`config.mk`:
```
export PLATFORM = sky130hd
export DESIGN_NAME = gpib_address_line_parser_unit
export DESIGN_NICKNAME = d
export VERILOG_FILES = /design/src/design/gpal_pkg.sv /design/src/design/gpib_address_line_parser_unit.sv
export SDC_FILE = /design/constraint.sdc
export NUM_CORES = 1
export LEC_CHECK = 0
export BUFFER_PORTS_ARGS = -buffer_cell sky130_fd_sc_hd__clkbuf_2
export CORE_UTILIZATION = 60
export CTS_CLUSTER_SIZE = 28
export DETAILED_ROUTE_END_ITERATION = 6
export PLACE_DENSITY = 0.78
export SLEW_MARGIN = 20
export SYNTH_ARGS = -nofsm -noshare
export SYNTH_HDL_FRONTEND = slang
export SYNTH_SLANG_ARGS = --single-unit
```
`constraint.sdc`:
```
create_clock -name i_clk -period 7.6 [get_ports i_clk]
set_clock_uncertainty 0.05 [all_clocks]
set_input_delay 1.14 -clock i_clk [delete_from_list [all_inputs] [get_ports i_clk]]
set_output_delay 1.14 -clock i_clk [all_outputs]
set_load 0.02 [all_outputs]
```
`src/design/gpal_pkg.sv`:
```
// package for the gpib address line parser
// holds the parse phase type and the address range constants; no dependencies
package gpal_pkg;

    typedef enum logic [2:0] {
        PH_LEAD   = 3'd0,
        PH_PRI    = 3'd1,
        PH_SEP    = 3'd2,
        PH_SEC    = 3'd3,
        PH_TAIL_P = 3'd4,
        PH_TAIL_S = 3'd5,
        PH_ERR    = 3'd6
    } t_phase;

    localparam int unsigned CHAR_W = 8;
    localparam int unsigned PRI_W  = 5;
    localparam int unsigned SEC_W  = 7;

    localparam logic [PRI_W-1:0] PRI_MAX = 5'd30;
    localparam logic [SEC_W-1:0] SEC_MIN = 7'd96;
    localparam logic [SEC_W-1:0] SEC_MAX = 7'd126;
    localparam logic [PRI_W-1:0] PRI_SAT = 5'd31;
    localparam logic [SEC_W-1:0] SEC_SAT = 7'd127;

    localparam logic [CHAR_W-1:0] CH_SPACE = 8'h20;
    localparam logic [CHAR_W-1:0] CH_CR    = 8'h0D;
    localparam logic [CHAR_W-1:0] CH_LF    = 8'h0A;
    localparam logic [CHAR_W-1:0] CH_ZERO  = 8'h30;
    localparam logic [CHAR_W-1:0] CH_NINE  = 8'h39;

endpackage

```
`src/design/gpib_address_line_parser_unit.sv`:
```
// gpib address line parser: one ascii byte per beat, one result beat per line
// depends on gpal_pkg for the phase type and range constants
//
// datapath: an accepted byte is held in the input register and parsed from there
//   into the phase and accumulators; a line-end byte's result beat is registered
// throughput: one byte per cycle, set by the phase update and times-ten
//   accumulate; only a line-end byte waits, while the result is stalled
// reset: synchronous active-low i_rst_n clears both valid flags, the phase
//   (back to leading spaces) and the two accumulators
module gpib_address_line_parser_unit
    import gpal_pkg::*;
(
    input  logic               i_clk,
    input  logic               i_rst_n,
    // byte channel
    input  logic               i_in_valid,
    output logic               o_in_stall,
    input  logic [CHAR_W-1:0]  i_char_in,
    input  logic               i_line_end,
    // result channel
    output logic               o_out_valid,
    input  logic               i_out_stall,
    output logic               o_valid_res,
    output logic [PRI_W-1:0]   o_primary_addr,
    output logic               o_has_secondary,
    output logic [SEC_W-1:0]   o_secondary_addr
);

    // input register
    logic              r_in_vld;
    logic [CHAR_W-1:0] r_in_char;
    logic              r_in_end;

    // parse state
    t_phase            r_phase,   n_phase;
    logic [PRI_W-1:0]  r_pri_acc, n_pri_acc;
    logic [SEC_W-1:0]  r_sec_acc, n_sec_acc;

    // result register
    logic              r_out_vld;
    logic              r_res_ok,  n_res_ok;
    logic [PRI_W-1:0]  r_res_pri, n_res_pri;
    logic              r_res_sec, n_res_sec;
    logic [SEC_W-1:0]  r_res_sad, n_res_sad;

    logic proc_go;   // the held byte is parsed this cycle
    logic in_acc;    // a byte beat is taken this cycle

    // character classes of the held byte
    logic       is_dig, is_sp, is_eol;
    logic [3:0] dig_val;

    // accumulate datapath: acc * 10 + digit, saturating
    logic [PRI_W-1:0] pri_base;
    logic [SEC_W-1:0] sec_base;
    logic [8:0]       pri_sum;
    logic [10:0]      sec_sum;
    logic [PRI_W-1:0] pri_next;
    logic [SEC_W-1:0] sec_next;

    // a line-end byte can only move on when the result slot is free or draining
    assign proc_go    = r_in_vld && (!r_in_end || !r_out_vld || !i_out_stall);
    assign o_in_stall = r_in_vld && !proc_go;
    assign in_acc     = i_in_valid && !o_in_stall;

    assign is_dig  = (r_in_char >= CH_ZERO) && (r_in_char <= CH_NINE);
    assign is_sp   = (r_in_char == CH_SPACE);
    assign is_eol  = (r_in_char == CH_CR) || (r_in_char == CH_LF);
    // ascii digits keep their value in the low nibble
    assign dig_val = r_in_char[3:0];

    // the first digit of a number starts from zero
    assign pri_base = (r_phase == PH_LEAD) ? '0 : r_pri_acc;
    assign sec_base = (r_phase == PH_SEP)  ? '0 : r_sec_acc;
    assign pri_sum  = ({4'd0, pri_base} * 9'd10) + {5'd0, dig_val};
    assign sec_sum  = ({4'd0, sec_base} * 11'd10) + {7'd0, dig_val};
    assign pri_next = (pri_sum > {4'd0, PRI_SAT}) ? PRI_SAT : pri_sum[PRI_W-1:0];
    assign sec_next = (sec_sum > {4'd0, SEC_SAT}) ? SEC_SAT : sec_sum[SEC_W-1:0];

    // next phase, accumulators and the result of a line-end byte
    always_comb begin
        n_phase   = r_phase;
        n_pri_acc = r_pri_acc;
        n_sec_acc = r_sec_acc;

        unique case (r_phase) inside
            PH_LEAD: begin
                if (is_dig) begin
                    n_pri_acc = pri_next;
                    n_phase   = PH_PRI;
                end else if (!is_sp) begin
                    n_phase = PH_ERR;
                end
            end
            PH_PRI: begin
                if (is_dig) begin
                    n_pri_acc = pri_next;
                end else if (is_sp) begin
                    n_phase = PH_SEP;
                end else if (is_eol) begin
                    n_phase = PH_TAIL_P;
                end else begin
                    n_phase = PH_ERR;
                end
            end
            PH_SEP: begin
                if (is_dig) begin
                    n_sec_acc = sec_next;
                    n_phase   = PH_SEC;
                end else if (is_eol) begin
                    n_phase = PH_TAIL_P;
                end else if (!is_sp) begin
                    n_phase = PH_ERR;
                end
            end
            PH_SEC: begin
                if (is_dig) begin
                    n_sec_acc = sec_next;
                end else if (is_sp || is_eol) begin
                    n_phase = PH_TAIL_S;
                end else begin
                    n_phase = PH_ERR;
                end
            end
            PH_TAIL_P, PH_TAIL_S: begin
                if (!(is_sp || is_eol)) begin
                    n_phase = PH_ERR;
                end
            end
            default: begin
                n_phase = PH_ERR;
            end
        endcase

        // judge the line from the state after this byte
        n_res_ok  = 1'b0;
        n_res_sec = 1'b0;
        unique case (n_phase) inside
            PH_PRI, PH_SEP, PH_TAIL_P: begin
                n_res_ok = (n_pri_acc <= PRI_MAX);
            end
            PH_SEC, PH_TAIL_S: begin
                n_res_sec = 1'b1;
                n_res_ok  = (n_pri_acc <= PRI_MAX) &&
                            (n_sec_acc >= SEC_MIN) && (n_sec_acc <= SEC_MAX);
            end
            default: begin
                n_res_ok = 1'b0;
            end
        endcase
        n_res_pri = n_res_ok ? n_pri_acc : '0;
        n_res_sad = (n_res_ok && n_res_sec) ? n_sec_acc : '0;
        n_res_sec = n_res_ok && n_res_sec;

        // a line end brings the parser back to its reset state
        if (r_in_end) begin
            n_phase   = PH_LEAD;
            n_pri_acc = '0;
            n_sec_acc = '0;
        end
    end

    // input register
    always_ff @(posedge i_clk) begin
        if (!i_rst_n) begin
            r_in_vld <= 1'b0;
        end else if (in_acc) begin
            r_in_vld <= 1'b1;
        end else if (proc_go) begin
            r_in_vld <= 1'b0;
        end
        if (in_acc) begin
            r_in_char <= i_char_in;
            r_in_end  <= i_line_end;
        end
    end

    // parse state
    always_ff @(posedge i_clk) begin
        if (!i_rst_n) begin
            r_phase   <= PH_LEAD;
            r_pri_acc <= '0;
            r_sec_acc <= '0;
        end else if (proc_go) begin
            r_phase   <= n_phase;
            r_pri_acc <= n_pri_acc;
            r_sec_acc <= n_sec_acc;
        end
    end

    // result register, held while stalled
    always_ff @(posedge i_clk) begin
        if (!i_rst_n) begin
            r_out_vld <= 1'b0;
        end else if (proc_go && r_in_end) begin
            r_out_vld <= 1'b1;
        end else if (!i_out_stall) begin
            r_out_vld <= 1'b0;
        end
        if (proc_go && r_in_end) begin
            r_res_ok  <= n_res_ok;
            r_res_pri <= n_res_pri;
            r_res_sec <= n_res_sec;
            r_res_sad <= n_res_sad;
        end
    end

    assign o_out_valid      = r_out_vld;
    assign o_valid_res      = r_res_ok;
    assign o_primary_addr   = r_res_pri;
    assign o_has_secondary  = r_res_sec;
    assign o_secondary_addr = r_res_sad;

    // a legal result carries an address in range
    a_pri_range: assert property (@(posedge i_clk) disable iff (!i_rst_n)
        (o_out_valid && o_valid_res) |-> (o_primary_addr <= PRI_MAX))
        else $error("primary address out of range on a legal result");

    // a secondary that is reported lies in 96..126
    a_sec_range: assert property (@(posedge i_clk) disable iff (!i_rst_n)
        (o_out_valid && o_has_secondary) |->
        (o_valid_res && (o_secondary_addr >= SEC_MIN) && (o_secondary_addr <= SEC_MAX)))
        else $error("secondary address out of range");

    // a rejected line reports all fields at zero
    a_reject_zero: assert property (@(posedge i_clk) disable iff (!i_rst_n)
        (o_out_valid && !o_valid_res) |->
        ((o_primary_addr == '0) && !o_has_secondary && (o_secondary_addr == '0)))
        else $error("rejected line with nonzero fields");

    // parsing a line end returns the parser to leading spaces with clear sums
    a_line_reset: assert property (@(posedge i_clk) disable iff (!i_rst_n)
        (proc_go && r_in_end) |=>
        ((r_phase == PH_LEAD) && (r_pri_acc == '0) && (r_sec_acc == '0)))
        else $error("parser not back in reset state after line end");

endmodule
```
======== Yosys cells after proc, flatten, opt, wreduce, memory -nomap -nowiden ========
Cells that the tools add are included.
Widths: inputs -> output; s select.
storage, ports and cells
  flip-flop bits (word level) ............. 40
  output and inout bits ................... 16
  word-level logic and storage cells ...... 88
cells by class
  $add $sub $neg .......................... 2
  multipliers ............................. 2
  magnitude comparators ................... 7
  eq/ne operators ......................... 14
  mux-type cells .......................... 28
  reduce and logical (&&, ||, !) cells .... 24
operators with widths
  cell                  number
  $mux 7                5
  $mux 3                9
  $mux 5                5
  $eq 8x4->1 const B    2
  $pmux 3 s5            1
  $eq 3x2->1 const B    4
  $eq 3x3->1 const B    4
  $add 11x4->11         1
  $gt 11x7->1 const B   1
  $mul 7x3->10 const B  1
  $add 9x4->9           1
  $gt 9x5->1 const B    1
  $eq 8x6->1 const B    1
  $ge 8x6->1 const B    1
  $le 8x6->1 const B    1
  $logic_and 1x1->1     8
  $mul 5x3->8 const B   1
  $reduce_or 2->1       4
  $ge 7x7->1 const B    1
  $le 7x7->1 const B    1
  $eq 3x1->1 const B    2
  $le 5x5->1 const B    1
  $logic_not 1->1       5
  $mux 1                5
  other kinds (7)       11

======== Depth between registers and ports, before layout ========
  word-level depth ........................ 13
  mapped depth ............................ 15

======== Worst setup path after synthesis ========
OpenSTA, ideal clock, no wires.
  kind .................................... register to register
  start ................................... register r_phase[0]
  end ..................................... register r_res_pri[4], in the netlist o_primary_addr[4] (data pin)
  arrival ................................. 3.231 ns
  setup slack ............................. 4.058 ns
  cell stages (with the launch flop) ...... 15
  buffers on the path ..................... 3
  period minus slack after synthesis ...... 3.542 ns
  cells stage by stage .................... dfxtp_1 buf_6 or3b_4 clkbuf_1 and3_1 ha_1 fa_1 xor2_1 and4b_1 a211oi_1 a311o_1 a211o_1 o211ai_2 buf_6 a21oi_1
on the way
  cells in the longest elaborated chain, start to end .. 12
  elaborated cells on any way between the ends .. 44
  classes of those cells .................. 2 x add/sub; 2 x mul; 5 x order compare; 10 x eq/ne; 17 x mux; 8 x reduce/logical
RTL lines
  what                                                  RTL line                                                                                                          source
  start: declaration                                    gpib_address_line_parser_unit.sv:35                                                                               t_phase r_phase, n_phase;
  start signal: assignment                              gpib_address_line_parser_unit.sv:185                                                                              r_phase <= n_phase;
  $eq 3x2->1 / $logic_not 3->1 (equally long branches)  gpib_address_line_parser_unit.sv:74, gpib_address_line_parser_unit.sv:73
  $mux 7 / $mux 5 (equally long branches)               gpib_address_line_parser_unit.sv:74, gpib_address_line_parser_unit.sv:73
  $mul 7x3->10 / $mul 5x3->8 (equally long branches)    gpib_address_line_parser_unit.sv:76, gpib_address_line_parser_unit.sv:75
  $add 11x4->11 / $add 9x4->9 (equally long branches)   gpib_address_line_parser_unit.sv:76, gpib_address_line_parser_unit.sv:75
  $gt 11x7->1 / $gt 9x5->1 (equally long branches)      gpib_address_line_parser_unit.sv:78, gpib_address_line_parser_unit.sv:77
  $mux 7 / $mux 5 (equally long branches)               gpib_address_line_parser_unit.sv:78, gpib_address_line_parser_unit.sv:77
  $mux 7 / $mux 5 (equally long branches) (2 in a row)  n/a
  $ge 7x7->1 / $le 5x5->1 (equally long branches)       gpib_address_line_parser_unit.sv:145, gpib_address_line_parser_unit.sv:140, gpib_address_line_parser_unit.sv:144
  $logic_and 1x1->1                                     gpib_address_line_parser_unit.sv:144                                                                              n_res_ok = (n_pri_acc <= PRI_MAX) &&
  $logic_and 1x1->1                                     gpib_address_line_parser_unit.sv:145                                                                              (n_sec_acc >= SEC_MIN) && (n_sec_acc <= SEC_MAX);
  $pmux 1 s2                                            gpib_address_line_parser_unit.sv:138                                                                              unique case (n_phase) inside
  end signal: assignment                                gpib_address_line_parser_unit.sv:202                                                                              r_res_pri <= n_res_pri;
  end: declaration                                      gpib_address_line_parser_unit.sv:42                                                                               logic [PRI_W-1:0] r_res_pri, n_res_pri;
Parallel ways exist; a longest one is shown, timed or not.
A chain may end at the register's enable or synchronous reset.

======== Final worst setup path ========
  start ................................... register r_phase[1]
  end ..................................... register r_res_pri[1], in the netlist o_primary_addr[1] (data pin)
Same word-level chain as after synthesis.

==> results_dict.tcl <==
set metrics [dict create \
    outcome "finished clean" \
    wl_um 6110 \
    worst_pin_slew_ns 0.683 \
    switching_share_pct 25.3 \
    clkSlewWorstSetupHoldPaths_ns 0.08 \
    synth_nets 339 \
    grt_pass1_vias 2271 \
    via_per_inst 6.21 \
    ant_nets 0 \
    critPathLaunchType "flip-flop" \
    place_congestion 0.907 \
    grt_max_degree 18 \
    dpl-instance-area_mm2 0.00294 \
    synth_edf_count 23 \
    seqPwrFrac_pct 56.1 \
    p_int_uw 326 \
    h-tree-depth 2 \
    drv_slew 0 \
    clkSinkCount 40 \
    syn2layout_area_growth_pct 8.68 \
    first_pass_iters 5 \
    hold_slack_ns 0.475 \
    fp.dieArea_mm2 0.00494 \
    cts_tree "yes" \
    post-place-ws_ns 3.39 \
    critPathRequiredTime_ns 7.56 \
    clk_path_buf_depth 2 \
    yosysWarnings 0 \
    root_buffer "clkbuf_8" \
    setup_ws_ns 3.31 \
    drt_iter0_markers 248 \
    rsz0062_at_grt "false" \
    tns_ns 0 \
    synthesis.area_mm2 0.00280 \
    grt.total_usage_pct 26.1 \
    avgSynthCellArea_um2 9.20 \
    wl_per_cell_um 16.0 \
    synthCells 304 \
    max_freq_ghz 0.233 \
    peakVddDrop_mv 0.111 \
    dp_hpwl_um 4620 \
    antenna_found_initial 0 \
    final_util_pct 68.9 \
    crit_fanout 14 \
    core_mm2 0.00441 \
    finalCritPeriodShare_pct 56.4 \
    grt_pass1_wl_um 10300 \
    clk_latency_ns 0.29 \
    slew_headroom_pct 54.4 \
    end_kind "flip-flop" \
    post-cts-setup-buffer-count 0 \
    ios 29 \
    final_area_mm2 0.00304 \
    hold_class "reg2reg" \
    synthArstFlopShare_pct 0 \
    nFillCells 354 \
    nets 363 \
    worstSetupPathType "reg2reg" \
    yosysSeqAreaShare_pct 36.9 \
    power_leakage_uw 0.00121 \
    hold_viol_final 0 \
    ys_ff_latch 40 \
    start_util_pct 63.4 \
    setup_viol 0 \
    comb_power_share_pct 9.5 \
    p_per_area_mw_per_mm2 143 \
    p_sw_uw 110 \
    numPortBuffers 28 \
    cts_made_buffers 5 \
    die_y_um 70.3 \
    hold_buffers 0 \
    arrival_ns 4.25 \
    ys_types 61 \
    diodes 0 \
    cts_resized 0 \
    routed-via-count 2365 \
    period_needed_ns 4.29 \
    drc 0 \
    ys.flop_type "edfxtp_1" \
    std_cell_rows 24 \
    drive_above_1_share_pct 15.5 \
    cap_viol_max_count 0 \
    grt_overflow 0 \
    die_w_um 70.3 \
    clkPwrFrac_pct 34.3 \
]
[cell usage in the layout, fill, tap and decap left out, types with 4 or more instances in the layout]
master,n
ha_1,19
clkbuf_2,28
a211oi_1,4
xor2_1,4
nor2b_1,12
a21boi_0,7
o21ai_0,19
nand2_1,24
edfxtp_1,23
a21oi_1,18
nand3_1,7
and3_1,7
and2_1,10
clkbuf_8,6
xnor2_1,8
inv_1,9
a31oi_1,9
dfxtp_1,17
nor3_1,8
nor2_1,27
[sequential cells by signal, summed over array words and instances (netlist names)]
name,cells
r_pri_acc,5
r_in_char,8
r_phase,3
r_in_end,1
o_valid_res,1
o_secondary_addr,7
r_sec_acc,7
o_has_secondary,1
r_in_vld,1
o_primary_addr,5
o_out_valid,1
[stage by stage]
stage          total power, µW  cells
4_1_cts                    439    381
3_5_place_dp               291    373
6_report                   436    381
5_1_grt                    452    381
3_3_place_gp               290    373
2_1_floorplan              277    304
[worst paths after layout]
path	start	to	cells after the start	slack, ns
setup / recovery	r_phase[1]	o_primary_addr[1]	11	3.31
hold / removal	r_sec_acc[6]	r_sec_acc[6]	2	0.47
setup reg to reg	r_phase[1]	o_primary_addr[1]	11	3.31
hold reg to reg	r_sec_acc[6]	r_sec_acc[6]	2	0.47
[per-layer routing]
metal	wire length (µm)	track usage [%]
met5	0	0
met4	90	8.44
met3	387	4.47
met2	2880	44.2
met1	2760	33.8
[cells by family after synthesis]
kind of cell             Yosys count  share of synthesized area (%)
multiplexers                       1                          0.358
AND/OR/NAND/NOR                  124                           25.0
flip-flops                        40                           36.9
buffers and inverters             21                           3.58
AO/OA/AOI/OAI                     84                           19.8
adder cells (fa/ha/maj)           22                           10.6
XOR/XNOR                          12                           3.76
[power groups by stage]
| stage | registers, µW | clock network, µW | logic [µW] |
|---|---|---|---|
| after detailed placement | 249 | 0 | 41.1 |
| final | 245 | 150 | 41.6 |
| after CTS | 244 | 153 | 41.4 |
| after global placement | 249 | 0 | 40.6 |
| after global routing | 246 | 160 | 45.8 |
| after floorplan | 249 | 0 | 27.5 |
[area by class of cell]
type | count | area [µm²] | area share [%]
Multi-Input combinational cell | 243 | 1670 | 54.8
Sequential cell | 40 | 1030 | 33.9
Clock inverter | 2 | 13.8 | 0.453
Tap cell | 52 | 65.1 | 2.14
Timing Repair Buffer | 29 | 148 | 4.86
Inverter | 9 | 33.8 | 1.11
Clock buffer | 6 | 82.6 | 2.72
[Yosys cell counts, types with 3 or more instances]
master | instances | area share [%]
buf_2 | 5 | 0.89
ha_1 | 19 | 8.5
nand3_1 | 7 | 1.3
a21boi_0 | 7 | 1.9
a21oi_1 | 18 | 3.2
nand2_1 | 24 | 3.2
edfxtp_1 | 23 | 25
and3_1 | 7 | 1.6
fa_1 | 3 | 2.1
xor2_1 | 4 | 1.3
inv_1 | 9 | 1.2
nor3b_1 | 3 | 0.80
xnor2_1 | 8 | 2.5
dfxtp_1 | 17 | 12
o21ai_0 | 19 | 3.4
nor2b_1 | 12 | 2.7
a211o_1 | 3 | 0.94
nor2_1 | 27 | 3.6
a31oi_1 | 9 | 2.0
nand4_1 | 3 | 0.67
a211oi_1 | 4 | 1.1
nor3_1 | 8 | 1.4
and2_1 | 10 | 2.2
clkbuf_1 | 5 | 0.67
[critical path: stages, from the launching register on]
cell      delay (ns)
dfxtp_1         0.59
or3b_4          0.51
and3_1          0.21
ha_1            0.21
fa_1            0.43
xor2_1          0.21
and4b_1         0.22
a211oi_1        0.23
a311o_1         0.38
and4bb_1        0.27
o211ai_2        0.52
a21oi_1         0.17
(Power assumes the default switching activity.)
